===== src/rtl/tcb_pkg.sv =====
// Shared types and constants for the text console screen buffer.
package tcb_pkg;

    // Terminal control bytes
    localparam logic [7:0] BYTE_BACKSPACE = 8'h7F;
    localparam logic [7:0] BYTE_NEWLINE   = 8'h0A;
    localparam logic [7:0] BYTE_CR        = 8'h0D;

    // Item function codes
    localparam logic FUNC_WRITE = 1'b0;
    localparam logic FUNC_READ  = 1'b1;

    typedef struct packed {
        logic       func;
        logic [7:0] data_byte;
        logic [2:0] read_row;
        logic [4:0] read_col;
    } t_in_item;

    typedef struct packed {
        logic [7:0] cell_char;
        logic [2:0] cursor_row;
        logic [4:0] cursor_col;
        logic       scrolled;
    } t_out_item;

endpackage


===== src/rtl/tcb_ram.sv =====
// Generic single-port synchronous RAM with registered read data.
module tcb_ram #(
    parameter int WIDTH = 8,
    parameter int DEPTH = 168
) (
    input  logic                     i_clk,
    input  logic                     i_we,
    input  logic [$clog2(DEPTH)-1:0] i_addr,
    input  logic [WIDTH-1:0]         i_wdata,
    output logic [WIDTH-1:0]         o_rdata
);

    logic [WIDTH-1:0] r_mem [DEPTH];
    logic [WIDTH-1:0] r_rdata;

    always_ff @(posedge i_clk) begin
        if (i_we) begin
            r_mem[i_addr] <= i_wdata;
        end
        r_rdata <= r_mem[i_addr];
    end

    assign o_rdata = r_rdata;

endmodule


===== src/rtl/text_console_buffer.sv =====
// Top level of the text console screen buffer.
//
// Character-cell terminal screen of SCREEN_ROWS x SCREEN_COLS cells held in
// one single-port RAM, with a cursor and a top-row pointer so that a scroll
// moves the pointer and blanks one physical row instead of moving text.
// A write transfer (func 0) handles one terminal byte: backspace steps left
// (not past column 0) and blanks the cell under the cursor, newline goes to
// the next row and column 0, carriage return goes to column 0, anything else
// is stored at the cursor, which advances and wraps. Stepping below the last
// row scrolls. A read transfer (func 1) returns one cell; an out-of-range
// row or column reads as 0. Every item gives exactly one result transfer with
// the cursor after the item and a scroll flag.
// Timing: after reset the RAM is blanked one cell per cycle, so input is
// stalled until all SCREEN_ROWS*SCREEN_COLS cells (168 at the defaults) are
// blank. After that, an item passes S_EXEC then S_DONE, with S_READ between
// for an in-range read, which waits on the registered RAM read data; an item
// that scrolls passes S_SCRUB, one RAM write per cell of the new bottom row,
// through the single RAM port. One item is worked at a time; the next is
// taken while a result still waits in the output register.
module text_console_buffer #(
    parameter int SCREEN_ROWS = 8,
    parameter int SCREEN_COLS = 21
) (
    input  logic               i_clk,
    input  logic               i_rst_n,
    input  logic               i_in_valid,
    output logic               o_in_stall,
    input  tcb_pkg::t_in_item  i_in,
    output logic               o_out_valid,
    input  logic               i_out_stall,
    output tcb_pkg::t_out_item o_out
);

    import tcb_pkg::*;

    localparam int DEPTH = SCREEN_ROWS * SCREEN_COLS;
    localparam int AW    = $clog2(DEPTH);
    localparam int RW    = $clog2(SCREEN_ROWS);
    localparam int CW    = $clog2(SCREEN_COLS);

    typedef enum logic [5:0] {
        S_CLEAR = 6'b000001,   // post-reset RAM blanking sweep
        S_IDLE  = 6'b000010,   // waiting for an input transfer
        S_EXEC  = 6'b000100,   // decode item, issue RAM access
        S_SCRUB = 6'b001000,   // blank new bottom row after a scroll
        S_READ  = 6'b010000,   // RAM read data lands
        S_DONE  = 6'b100000    // hand result to the output register
    } t_state;

    // Physical RAM address of a screen cell: the screen row is rotated by
    // the top-row pointer, then flattened row-major.
    function automatic logic [AW-1:0] f_phys(input logic [RW-1:0] top_ptr,
                                             input logic [RW-1:0] row,
                                             input logic [CW-1:0] col);
        logic [RW:0]   sum;
        logic [RW-1:0] prow;
        sum = {1'b0, top_ptr} + {1'b0, row};
        if (sum >= (RW+1)'(SCREEN_ROWS)) begin
            sum = sum - (RW+1)'(SCREEN_ROWS);
        end
        prow = sum[RW-1:0];
        return AW'(32'(prow) * SCREEN_COLS + 32'(col));
    endfunction

    t_state          r_state, n_state;
    logic [AW-1:0]   r_clr_addr, n_clr_addr;
    logic [RW-1:0]   r_row, n_row;
    logic [CW-1:0]   r_col, n_col;
    logic [RW-1:0]   r_top, n_top;
    logic [CW-1:0]   r_scrub_col, n_scrub_col;
    t_in_item        r_item, n_item;
    logic [7:0]      r_cell, n_cell;
    logic            r_scroll, n_scroll;
    logic            r_out_valid;
    t_out_item       r_out;

    logic            ram_we;
    logic [AW-1:0]   ram_addr;
    logic [7:0]      ram_wdata;
    logic [7:0]      ram_rdata;

    logic            load_out;
    logic            do_adv;
    logic [CW-1:0]   bs_col;
    logic            rd_in_range;
    logic            row_last;
    logic            col_last;
    logic [RW-1:0]   top_next;

    tcb_ram #(
        .WIDTH (8),
        .DEPTH (DEPTH)
    ) u_screen_ram (
        .i_clk   (i_clk),
        .i_we    (ram_we),
        .i_addr  (ram_addr),
        .i_wdata (ram_wdata),
        .o_rdata (ram_rdata)
    );

    assign rd_in_range = (32'(r_item.read_row) < SCREEN_ROWS) &&
                         (32'(r_item.read_col) < SCREEN_COLS);
    assign row_last    = (r_row == RW'(SCREEN_ROWS - 1));
    assign col_last    = (r_col == CW'(SCREEN_COLS - 1));
    assign top_next    = (r_top == RW'(SCREEN_ROWS - 1)) ? '0 : r_top + RW'(1);
    // Backspace target: one left, but never past column 0
    assign bs_col      = (r_col != '0) ? r_col - CW'(1) : r_col;

    always_comb begin
        n_state     = r_state;
        n_clr_addr  = r_clr_addr;
        n_row       = r_row;
        n_col       = r_col;
        n_top       = r_top;
        n_scrub_col = r_scrub_col;
        n_item      = r_item;
        n_cell      = r_cell;
        n_scroll    = r_scroll;
        ram_we      = 1'b0;
        ram_addr    = '0;
        ram_wdata   = '0;
        load_out    = 1'b0;
        do_adv      = 1'b0;

        case (r_state)
            S_CLEAR: begin
                ram_we     = 1'b1;
                ram_addr   = r_clr_addr;
                n_clr_addr = r_clr_addr + AW'(1);
                if (r_clr_addr == AW'(DEPTH - 1)) begin
                    n_state = S_IDLE;
                end
            end
            S_IDLE: begin
                if (i_in_valid) begin
                    n_item  = i_in;
                    n_state = S_EXEC;
                end
            end
            S_EXEC: begin
                n_cell   = '0;
                n_scroll = 1'b0;
                n_state  = S_DONE;
                if (r_item.func == FUNC_READ) begin
                    if (rd_in_range) begin
                        ram_addr = f_phys(r_top, RW'(r_item.read_row),
                                          CW'(r_item.read_col));
                        n_state  = S_READ;
                    end
                end else begin
                    case (r_item.data_byte)
                        BYTE_BACKSPACE: begin
                            ram_we   = 1'b1;
                            ram_addr = f_phys(r_top, r_row, bs_col);
                            n_col    = bs_col;
                        end
                        BYTE_NEWLINE: begin
                            n_col  = '0;
                            do_adv = 1'b1;
                        end
                        BYTE_CR: begin
                            n_col = '0;
                        end
                        default: begin
                            ram_we    = 1'b1;
                            ram_addr  = f_phys(r_top, r_row, r_col);
                            ram_wdata = r_item.data_byte;
                            if (col_last) begin
                                n_col  = '0;
                                do_adv = 1'b1;
                            end else begin
                                n_col = r_col + CW'(1);
                            end
                        end
                    endcase
                end
                // Row advance; below the last row the screen scrolls
                if (do_adv) begin
                    if (row_last) begin
                        n_top       = top_next;
                        n_scroll    = 1'b1;
                        n_scrub_col = '0;
                        n_state     = S_SCRUB;
                    end else begin
                        n_row = r_row + RW'(1);
                    end
                end
            end
            S_SCRUB: begin
                // r_top already points past the old top row
                ram_we      = 1'b1;
                ram_addr    = f_phys(r_top, RW'(SCREEN_ROWS - 1), r_scrub_col);
                n_scrub_col = r_scrub_col + CW'(1);
                if (r_scrub_col == CW'(SCREEN_COLS - 1)) begin
                    n_state = S_DONE;
                end
            end
            S_READ: begin
                n_cell  = ram_rdata;
                n_state = S_DONE;
            end
            S_DONE: begin
                if (!r_out_valid || !i_out_stall) begin
                    load_out = 1'b1;
                    n_state  = S_IDLE;
                end
            end
            default: begin
                n_state = S_IDLE;
            end
        endcase
    end

    // Control state
    always_ff @(posedge i_clk) begin
        if (!i_rst_n) begin
            r_state     <= S_CLEAR;
            r_clr_addr  <= '0;
            r_row       <= '0;
            r_col       <= '0;
            r_top       <= '0;
            r_scrub_col <= '0;
            r_out_valid <= 1'b0;
        end else begin
            r_state     <= n_state;
            r_clr_addr  <= n_clr_addr;
            r_row       <= n_row;
            r_col       <= n_col;
            r_top       <= n_top;
            r_scrub_col <= n_scrub_col;
            if (load_out) begin
                r_out_valid <= 1'b1;
            end else if (!i_out_stall) begin
                r_out_valid <= 1'b0;
            end
        end
    end

    // Payload
    always_ff @(posedge i_clk) begin
        r_item   <= n_item;
        r_cell   <= n_cell;
        r_scroll <= n_scroll;
        if (load_out) begin
            r_out.cell_char  <= r_cell;
            r_out.cursor_row <= 3'(r_row);
            r_out.cursor_col <= 5'(r_col);
            r_out.scrolled   <= r_scroll;
        end
    end

    assign o_in_stall  = (r_state != S_IDLE);
    assign o_out_valid = r_out_valid;
    assign o_out       = r_out;

endmodule


===== config.mk =====
export PLATFORM = sky130hd
export DESIGN_NAME = text_console_buffer
export DESIGN_NICKNAME = d
export VERILOG_FILES = /design/src/rtl/tcb_pkg.sv /design/src/rtl/tcb_ram.sv /design/src/rtl/text_console_buffer.sv
export SDC_FILE = /design/constraint.sdc
export NUM_CORES = 2
export LEC_CHECK = 0
export BUFFER_PORTS_ARGS = -buffer_cell sky130_fd_sc_hd__buf_2
export CAP_MARGIN = 10
export CORE_UTILIZATION = 25
export DETAILED_ROUTE_END_ITERATION = 10
export SLEW_MARGIN = 20
export SYNTH_ARGS = -nofsm -noshare
export SYNTH_HDL_FRONTEND = slang
export SYNTH_SLANG_ARGS = --single-unit

===== constraint.sdc =====
create_clock -name i_clk -period 15.94 [get_ports i_clk]
set_input_delay 1.594 -clock i_clk [delete_from_list [all_inputs] [get_ports i_clk]]
set_output_delay 1.594 -clock i_clk [all_outputs]
set_load 0.02 [all_outputs]

==> flow_metrics.py <==
metrics = {
    "run_status": {
        "status": "finished clean",
    },
    "clocking": {
        "tritoncts.num_buffers": 151,
        "cts.htree.levels": 4,
        "clk_pin_slew_ns": 0.06,
        "root_buffer": "clkbuf_16",
        "ctsHoldBuffers": 0,
        "clk_latency_ns": 0.82,
        "cts_setup_buffers": 0,
        "cts_sinks": 1426,
        "cts_resized": 0,
        "cts_tree": "yes",
        "cts_buffer_depth": 3,
    },
    "route": {
        "routed_wl_mm": 178,
        "viasPerCell": 4.95,
        "drc_errors": 0,
        "firstDrtPassIters": 6,
        "detail-route-antenna-nets": 0,
        "wl_per_cell_um": 23.6,
        "drt-initial-drc-count": 5230,
        "vias": 37396,
    },
    "global_routing": {
        "grt_max_degree": 133,
        "grt_pass1_vias": 35396,
        "track_usage": 0.147,
        "grt_pass1_wl_mm": 256,
        "antenna_found_initial": 5,
        "grt-ovfl-total": 0,
    },
    "synthesis": {
        "synthesis.nets": 4367,
        "syn-instance-count": 4281,
        "synth_seq_cells": 1426,
        "ys_seq_area_frac": 0.725,
        "async_flop_share": 0,
        "ys.flop_type": "edfxtp_1",
        "avgSynthCellArea_um2": 13.7,
        "synth_edf_count": 1387,
        "synth_area_um2": 58600,
        "yosysWarnings": 0,
        "synthDistinctLibCells": 87,
    },
    "setup_path": {
        "cp.required_ns": 16.31,
        "worstSetupStartpointType": "flop",
        "cp.arrival_ns": 7.38,
        "critical_path_class": "flop to flop",
        "r2r_end": "u_screen_ram.r_mem[29][6]$_DFFE_PP_",
        "end_kind": "flop",
        "rr_startpoint": "r_top[0]$_SDFFE_PN0P_",
        "ff2ff_setup_slack_ns": 8.93,
        "cp_max_fo": 19,
        "reg2reg_depth": 19,
    },
    "layout": {
        "nets": 4383,
        "seq_area_um2": 42400,
        "fillCellCount": 23252,
        "stdcell_area_um2": 67200,
        "multiInputGateArea_um2": 14800,
        "layout_common_cells": "edfxtp_1, nand2_1, nand3_1",
        "final_common_cell": "edfxtp_1",
        "synthToLayoutAreaGrowth_pct": 14.7,
        "layout-drive-gt1-share": 0.101,
    },
    "sta": {
        "slew-limit-headroom": 0.171,
        "clock.fmax_mhz": 143,
        "finalSetupViolCount": 0,
        "final.period_utilization": 0.440,
        "min_period_ns": 7.01,
        "fin_tns_setup_ns": 0,
        "finalHoldViolCount": 0,
        "tightest_slew_ns": 1.24,
        "rsz0062_at_grt": "false",
        "slew_violations": 0,
        "skew_ns": 0.0862,
    },
    "place": {
        "place_congestion": 0.937,
        "dpl.hpwl_mm": 110,
        "post_dp_cell_area_um2": 62200,
        "io_buffer_count": 39,
    },
    "floorplanning": {
        "coreArea_um2": 233000,
        "die_height_um": 486,
        "dieArea_um2": 236000,
        "die_w_um": 486,
        "rows": 177,
        "io_pins": 40,
        "start_util": 0.252,
    },
    "worst_hold_path": {
        "hold_class": "flop to flop",
        "hp-start": "r_cell[6]$_SDFFCE_PN0P_",
        "hold_depth": 0,
        "holdPathEnd": "o_out[15]$_DFFE_PP_",
    },
    "power": {
        "ir_drop_mv": 0.109,
        "p_leak_nw": 22.5,
        "power_density_nw_per_um2": 139,
    },
    "job": {
        "cap_violations": 0,
    },
}
## synthesized netlist by cell type, drive strengths merged (35+ instances only)
library cell | number | area share
clkbuf | 60 | 0.0039
mux4 | 61 | 0.023
buf | 198 | 0.019
nand2 | 1003 | 0.065
edfxtp | 1387 | 0.71
ha | 56 | 0.012
a31oi | 99 | 0.011
a22oi | 62 | 0.0079
nand3 | 354 | 0.030
o21ai | 37 | 0.0032
nor2 | 223 | 0.015
mux2i | 61 | 0.010
and3 | 95 | 0.010
dfxtp | 39 | 0.013
inv | 38 | 0.0024
nand4 | 35 | 0.0037
a21oi | 135 | 0.012
## worst max path at each step
stage | depth (start not counted) | start | slack (ns) | endpoint
finish | 19 | r_top[0]$_SDFFE_PN0P_ | 8.93 | u_screen_ram.r_mem[29][6]$_DFFE_PP_
global route | 19 | r_top[0]$_SDFFE_PN0P_ | 8.67 | u_screen_ram.r_mem[29][1]$_DFFE_PP_
CTS | 19 | r_top[0]$_SDFFE_PN0P_ | 8.97 | u_screen_ram.r_mem[29][6]$_DFFE_PP_
detailed placement | 18 | r_top[0]$_SDFFE_PN0P_ | 9.04 | u_screen_ram.r_mem[123][2]$_DFFE_PP_
global placement | 22 | r_top[0]$_SDFFE_PN0P_ | 8.63 | u_screen_ram.o_rdata[5]$_DFF_P_
floorplan | 4 | r_state[5]$_SDFFE_PN0P_ | 10.03 | u_screen_ram.r_mem[0][7]$_DFFE_PP_
## critical path: stages, from the launching register on
cell and delay (ns):
dfxtp_1 0.49, ha_1 0.20, inv_1 0.05, fa_1 0.37
xor2_1 0.17, xnor2_1 0.26, ha_1 0.23, inv_1 0.07
fa_1 0.52, inv_1 0.05, ha_1 0.32, a21o_1 0.18
a21oi_1 0.21, xnor2_1 0.10, a221oi_1 0.69, o21ai_1 0.14
buf_4 0.27, nor2_2 0.62, nand2_1 0.77, nor2_1 0.88
## flip-flops by register name, indices dropped and copies added (netlist names)
name,count
u_screen_ram.o_rdata,8
r_scrub_col,5
r_cell,8
o_out,17
r_top,3
o_out_valid,1
r_col,5
r_state,6
u_screen_ram.r_mem,1344
r_item,17
r_clr_addr,8
r_row,3
r_scroll,1
## power breakdown
| group | total, mW | switching (mW) | internal, mW |
|---|---|---|---|
| registers | 4.13 | 0.0376 | 4.09 |
| logic | 1.71 | 1.26 | 0.453 |
| clock network | 3.52 | 1.53 | 1.99 |
## cell type report
cell class / count / share of cell area
clock buffer: 190 / 0.0598
sequential: 1426 / 0.632
timing repair buffer: 121 / 0.0135
inverter: 39 / 0.00220
clock inverter: 82 / 0.0145
multi-input combinational: 2558 / 0.220
tap: 3132 / 0.0583
antenna: 3 / 0.000112
## layer usage
metal,GRT usage,up-vias,wire length (um)
met2,0.215,2263,77000
met4,0.0581,2,6900
met3,0.0390,361,21100
li1,-,16023,-
met5,0,-,20
met1,0.206,18747,73400
## through the flow
step | cells | hold WS (ns) | setup slack, ns | power (mW) | utilization
3_3_place_gp | 7273 | 0.404 | 8.63 | 5.88 | 0.267
4_1_cts | 7548 | 0.415 | 8.97 | 9.36 | 0.289
5_1_grt | 7548 | 0.426 | 8.67 | 9.63 | 0.289
2_1_floorplan | 4281 | 0.400 | 10.03 | 5.28 | -
3_5_place_dp | 7276 | 0.405 | 9.04 | 5.88 | 0.267
6_report | 7551 | 0.410 | 8.93 | 9.36 | 0.289
## logic make-up after synthesis
kind of cell	share of synthesized area
buffers and inverters	0.0255
muxes	0.0345
and+or+nand+nor	0.137
xor gates and xnor gates	0.00419
AOI/OAI and AO/OA	0.0590
DFF	0.725
adders and majority gates	0.0154
No activity file was read; power rests on OpenSTA's default activity.
